===== config.mk =====
export PLATFORM = sky130hd
export DESIGN_NAME = pefga_ctrl
export DESIGN_NICKNAME = d
export VERILOG_FILES = /design/src/hw/rtl/pefga_pkg.sv /design/src/hw/rtl/pefga_ctrl.sv
export SDC_FILE = /design/constraint.sdc
export NUM_CORES = 1
export LEC_CHECK = 0
export ABC_AREA = 1
export BUFFER_PORTS_ARGS = -buffer_cell sky130_fd_sc_hd__buf_4
export CAP_MARGIN = 20
export CORE_MARGIN = 5
export CORE_UTILIZATION = 47
export DETAILED_ROUTE_END_ITERATION = 10
export PLACE_DENSITY = 0.69
export SLEW_MARGIN = 20
export SYNTH_ARGS = -nofsm -noshare
export SYNTH_HDL_FRONTEND = slang
export SYNTH_SLANG_ARGS = --single-unit

===== constraint.sdc =====
create_clock -name clk -period 1.4 [get_ports clk]
set_clock_uncertainty 0.05 [all_clocks]
set_input_delay 0.28 -clock clk [delete_from_list [all_inputs] [get_ports clk]]
set_output_delay 0.28 -clock clk [all_outputs]
set_load 0.05 [all_outputs]

===== src/hw/rtl/pefga_pkg.sv =====
`timescale 1ns / 1ps
package pefga_pkg;
  localparam int NumTypesDefault    = 4;
  localparam int NumFeaturesDefault = 16;
  localparam int AccDepth           = 64;
  localparam int IdxW               = 6;
  localparam int AccW               = 48;
  localparam logic signed [31:0] Q_MAX = 32'sh7FFFFFFF;
  localparam logic signed [31:0] Q_MIN = -32'sh7FFFFFFF - 32'sd1;
  localparam logic signed [47:0] ACC_MAX = 48'sh7FFFFFFFFFFF;
  localparam logic signed [47:0] ACC_MIN = 48'sh800000000000;
  localparam logic signed [31:0] INV_LN2_Q16 = 32'sd94548;
  localparam logic signed [31:0] LN2_Q16     = 32'sd45426;
  localparam logic [0:0] KIND_PAIR = 1'b0;
  localparam logic [0:0] KIND_READ = 1'b1;

  // Datapath steps; the controller walks them in order, and a read request steps from OP_ARD straight to OP_CLR.
  typedef enum logic [4:0] {
    OP_S0, OP_S1, OP_S2, OP_SSUM,
    OP_X, OP_EXPK, OP_EXPR, OP_P1, OP_P2, OP_P3, OP_P4, OP_P5, OP_ESCL,
    OP_SDS, OP_WE, OP_WED, OP_BUFF, OP_SW, OP_NET, OP_Q, OP_AINC, OP_EINC,
    OP_ARD, OP_ACC, OP_CLR, OP_NOP
  } op_t;

  typedef struct packed {
    logic load;
    op_t  op;
  } cmd_t;

  // Saturate a wide signed value to 32 bits and flag the clip.
  function automatic logic signed [31:0] sat32(input logic signed [65:0] v, output logic c);
    c = 1'b0;
    if (v > 66'sd2147483647) begin
      c = 1'b1;
      sat32 = Q_MAX;
    end else if (v < -66'sd2147483648) begin
      c = 1'b1;
      sat32 = Q_MIN;
    end else begin
      sat32 = v[31:0];
    end
  endfunction
endpackage


===== src/hw/rtl/pefga_ctrl.sv =====
`timescale 1ns / 1ps
module pefga_ctrl
  import pefga_pkg::*;
(
  input  logic clk,
  input  logic rst,
  input  logic in_fire,
  input  logic kind_in,
  input  logic out_fire,
  output logic busy,
  output logic done,
  output cmd_t cmd
);
  typedef enum logic [2:0] {
    ST_IDLE = 3'b001,
    ST_RUN  = 3'b010,
    ST_OUT  = 3'b100
  } state_t;

  state_t state, state_next;
  op_t    op, op_next;

  always_comb begin
    state_next = state;
    op_next    = op;
    cmd.load   = in_fire;
    cmd.op     = OP_NOP;
    case (state)
      ST_IDLE: begin
        if (in_fire) begin
          state_next = ST_RUN;
          op_next    = (kind_in == KIND_READ) ? OP_ARD : OP_S0;
        end
      end
      ST_RUN: begin
        cmd.op = op;
        if (op == OP_ACC || op == OP_CLR) begin
          state_next = ST_OUT;
        end else if (op == OP_ARD) begin
          op_next = kind_in == KIND_READ ? OP_CLR : OP_ACC;
        end else begin
          op_next = op_t'(op + 5'd1);
        end
      end
      ST_OUT: begin
        if (out_fire) begin
          state_next = ST_IDLE;
        end
      end
      default: state_next = ST_IDLE;
    endcase
  end

  always_ff @(posedge clk) begin
    if (rst) begin
      state <= ST_IDLE;
      op    <= OP_S0;
    end else begin
      state <= state_next;
      op    <= op_next;
    end
  end

  assign busy = state != ST_IDLE;
  assign done = state == ST_OUT;
endmodule


After elaboration in Yosys (flattened, before gate mapping). Cells that the tools add are included.

Flip-flop bits (word level): 8. Output and inout bits: 8. Input bits: 5. Word-level logic and storage cells: 29.

Reduce and logical (&&, ||, !) cells: 4. $add $sub $neg: 1. Multiplexer cells: 11. Equality and inequality tests: 11.

Operators with widths (number): $mux W5 (5); $eq A5 B5 Y1 const B (3); $pmux W5 S2 (1); $mux W3 (3); $pmux W3 S3 (1); $ne A2 B2 Y1 const B (4); $reduce_and A3 Y1 (2); $add A5 B1 Y5 const B (1); $mux W4 (1); $eq A3 B1 Y1 const B (1); $eq A3 B2 Y1 const B (1); $eq A3 B3 Y1 const B (1); $ne A3 B1 Y1 const B (1); $reduce_bool A2 Y1 (1); $logic_or A1 B1 Y1 (1).

Logic depth before layout (Yosys ltp).
Depth in word-level cells: 4. Depth in mapped cells: 9. Gate-level depth less buffers: 9.

Worst setup path after synthesis. Ideal clock, no wire load.

Kind: register to output. Start: reg state[0]. End: out done. Buffers on the path: 0. Path slack: -0.384 ns. Stages on the path, launching flop included: 2. Data required time: 1.070 ns. Arrival: 1.454 ns. Cell sequence: dfxtp_1 nor3_1.

Word-level cells in the longest chain between the ends: 1.

Ends and longest elaborated chain: start: declaration (line pefga_ctrl.sv:20) `state_t state, state_next;`; start signal: assignment (line pefga_ctrl.sv:59) `state <= state_next;`; $eq A3 B3 Y1 (line pefga_ctrl.sv:65) `assign done = state == ST_OUT;`; end: declaration (line pefga_ctrl.sv:11) `output logic done,`.

Every way passes these cells.

Worst setup path in the final report.
Start: reg op[0]. End: reg op[1].

Word-level cells in the longest chain between the ends: 4. Elaborated cells between the ends (all ways): 10. Those cells by class: add/sub (1); eq/ne (4); mux (3); reduce/logical (2).

Ends and longest elaborated chain: start: declaration (line pefga_ctrl.sv:21) `op_t op, op_next;`; start signal: assignment (line pefga_ctrl.sv:60) `op <= op_next;`; $add A5 B1 Y5 (tied with other cells) (line pefga_ctrl.sv:42) `op_next = op_t'(op + 5'd1);`; $mux W5 or $logic_or A1 B1 Y1 (tied branches) (line pefga_ctrl.sv:39, pefga_ctrl.sv:37); $mux W5 or $ne A2 B2 Y1 (tied branches); $pmux W5 S2 or $reduce_and A3 Y1 (tied branches).

Parallel ways exist; a longest one is shown, timed or not. The select of a mux whose other input is x is not followed. A chain may end at the register's enable or synchronous reset.

==> results.md <==
- Max clock buf depth: 2
- # rows: 13
- Synth Area per Inst: 6.33 um^2
- Vias/cell: 5.50
- Iter 0 DRT Violations: 7
- CTS buffer count: 3
- Crit share post-route: 1.04
- Synth cell types: 20
- Leading area contributor after synthesis: dfxtp_1
- Max_cap viols: 0
- Nets: roughly 140
- Synthesized area: 652 um^2
- Ports: 13
- Sequential share of power: 0.329
- Clock Sinks: 8
- # diodes: 0
- Outcome: complete, but fails checks
- Post-Syn Instances: 103
- Proportion of power drawn by the clock network: 0.171
- Sw Pwr: 0.464 mW
- Vias: approximately 800
- Comb pwr share: 0.499
- Maximum vdd drop: 0.646 mV
- Synth area leaders: dfxtp_1 (25%), nand2_1 (17%), nand3_1 (8.4%)
- RSZ-0062 raised after global routing: yes
- Final std cells w/o fill: 143
- Die W: 47.2 um
- Final Util: 0.717
- Commonest non-fill, non-tap cell in the layout: nand2_1
- Switching part of the total: 0.448
- Clk slew on worst S/H paths: approximately 60 ps
- Number of synthesized register bits: 8
- Commonest cells after routing, fill and taps aside: nand2_1 (29), buf_4 (19), nor2_1 (11), nand3_1 (11), inv_1 (7)
- Antenna violations before repair: 0
- Initial Util: 0.501
- Slowest stage delay, CP: 340 ps
- RD Place Congestion: 0.895
- First-pass GRT wire length: 3080 um
- Clock latency on the worst-skew pair: 260 ps
- Vias in the first global route: between 700 and 800
- Ys Warns: 0
- CTS H-tree lvls: 1
- Number of routed nets with antenna violations: 0
- Area share of the largest cell type after synthesis: 0.246
- Final wirelength: 1910 um
- DRC violation count after routing: 0
- Worst-margin pin slew: 291 ps
- Detail Placement HPWL: approximately 1300 um
- Setup CP Type: reg2reg
- Pwr dens: approximately 1100 nW/um^2
- Max Clock Freq: approximately 0.69 GHz
- # setup viols final: 7
- Final Instance Area: between 900 and 1000 um^2
- CP cell instances: inv_1 > ha_1 > nand4_1 > buf_4 > nand2_1 > nand3_1 > a21oi_2 > nor2_1
- Die Span Y: 47.2 um
- CP Max Fanout: 4
- Share of cells above drive strength 1: 0.422
- Root Buffer: clkbuf_4
- Int Power: 0.572 mW
- Buf+Inv Stages, Crit Path: 2
- Worst hold slack: 158 ps
- Final setup margin: -49.6 ps
- Tightest Hold Check Type: in2reg
- Post-DP Area: 795 um^2
- CP arrival: about 1600 ps
- Final Power: 1.04 mW
- Post-Syn Nets: 111
- Cell family with most CP delay: flip-flops
- LEAKAGE: 0.430 nW
- Register area share after synthesis: 0.246
- CP required: 1500 ps
- Hold_buf cts: 0
- Pre-CTS WS: -20.1 ps
- Synth-to-layout area growth: 43.2%
- Largest net degree at the start of global routing: 8
- WL per Instance: 13.4 um
- Final worst path period need: 1450 ps
- Critical Path Sink Type: flip-flop
- Total die area: around 2200 um^2
- Final-report hold violation count: 0
- Final number of max-transition violations: 0
- GRT Total Usage: 0.197
- Flop2flop setup slack: -50 ps
- Grt total ovfl: 0
- Placed Cells: 134
- Pre-antenna DRT Iters: 4
- Worst slew margin: 0.806
- Crit-path slowest cell: dfxtp_2
- Port-buffer cells: 12
- CTS tree: yes
- Failing checks: negative setup slack
- Setup TNS: -151 ps
- Nature of the critical path startpoint: flip-flop
- Total core area: 1300 um^2
==> what timing repair did <==
item / CTS / global route
gates resized for setup: 19 / 8
pin swaps: 3 / 3
endpoints found under the setup margin: 7 / 13
buffers inserted: 6 / 0
==> Yosys cell counts <==
cell and number:
nand2_4 1, inv_2 2, a21oi_2 1, nand3_2 2, nand3b_1 2, nand3_1 11, nand2_2 3, nand2_1 30
buf_2 1, nand3_4 1, dfxtp_1 8, buf_4 1, nor3_1 1, buf_6 1, a21oi_1 4, nor2_1 13
nand4_1 6, inv_1 11, ha_1 3, nor2_4 1
==> state kept, by name (all words and copies together), names as in the netlist <==
name	flops
state	3
op	5
==> worst register-to-register path, stage by stage, from the launching register on <==
cell and delay [ps]:
dfxtp_2 340, inv_1 100, ha_1 190, nand4_1 140, buf_4 190, nand2_1 50
nand3_1 90, a21oi_2 140, nor2_1 60
==> cell type report <==
class / instances / area [um^2]
clock buffer: 3 / 22.5
multi-input combinational: 79 / 455
timing repair buffer: 25 / 214
inverter: 13 / 51.3
tap: 15 / 18.8
fill: 120 / 368
sequential: 8 / 171
==> power by group through the flow <==
stage / clock network (mW) / logic [mW] / registers (mW)
after floorplan: 0 / 0.340 / 0.312
after global placement: 0 / 0.448 / 0.326
after detailed placement: 0 / 0.461 / 0.328
after CTS: 0.179 / 0.497 / 0.333
after global routing: 0.196 / 0.567 / 0.348
final: 0.177 / 0.518 / 0.341
==> logic make-up (layout without fill, tap and decap cells) <==
logic type      after synthesis  in the layout  synth area share
fa+ha+maj                     3              3            0.0576
buf+inv                      16             41             0.111
simple gates                 71             71             0.541
flops                         8              8             0.246
compound gates                5              5            0.0441
==> per-layer routing <==
metal,wire length (um),track usage,up-vias
met2,1020,0.364,32
met3,121,0.0421,8
met5,0,0,-
li1,-,-,383
met1,726,0.206,363
met4,43,0.0939,0
==> worst paths after layout <==
path              startpoint    end  cells after the start
setup reg to reg       op[0]  op[1]                      8
hold reg to reg        op[0]  op[0]                      2
hold / removal           rst  op[4]                      2
setup / recovery       op[0]  op[1]                      8
Power figures use the tool's default switching activity.
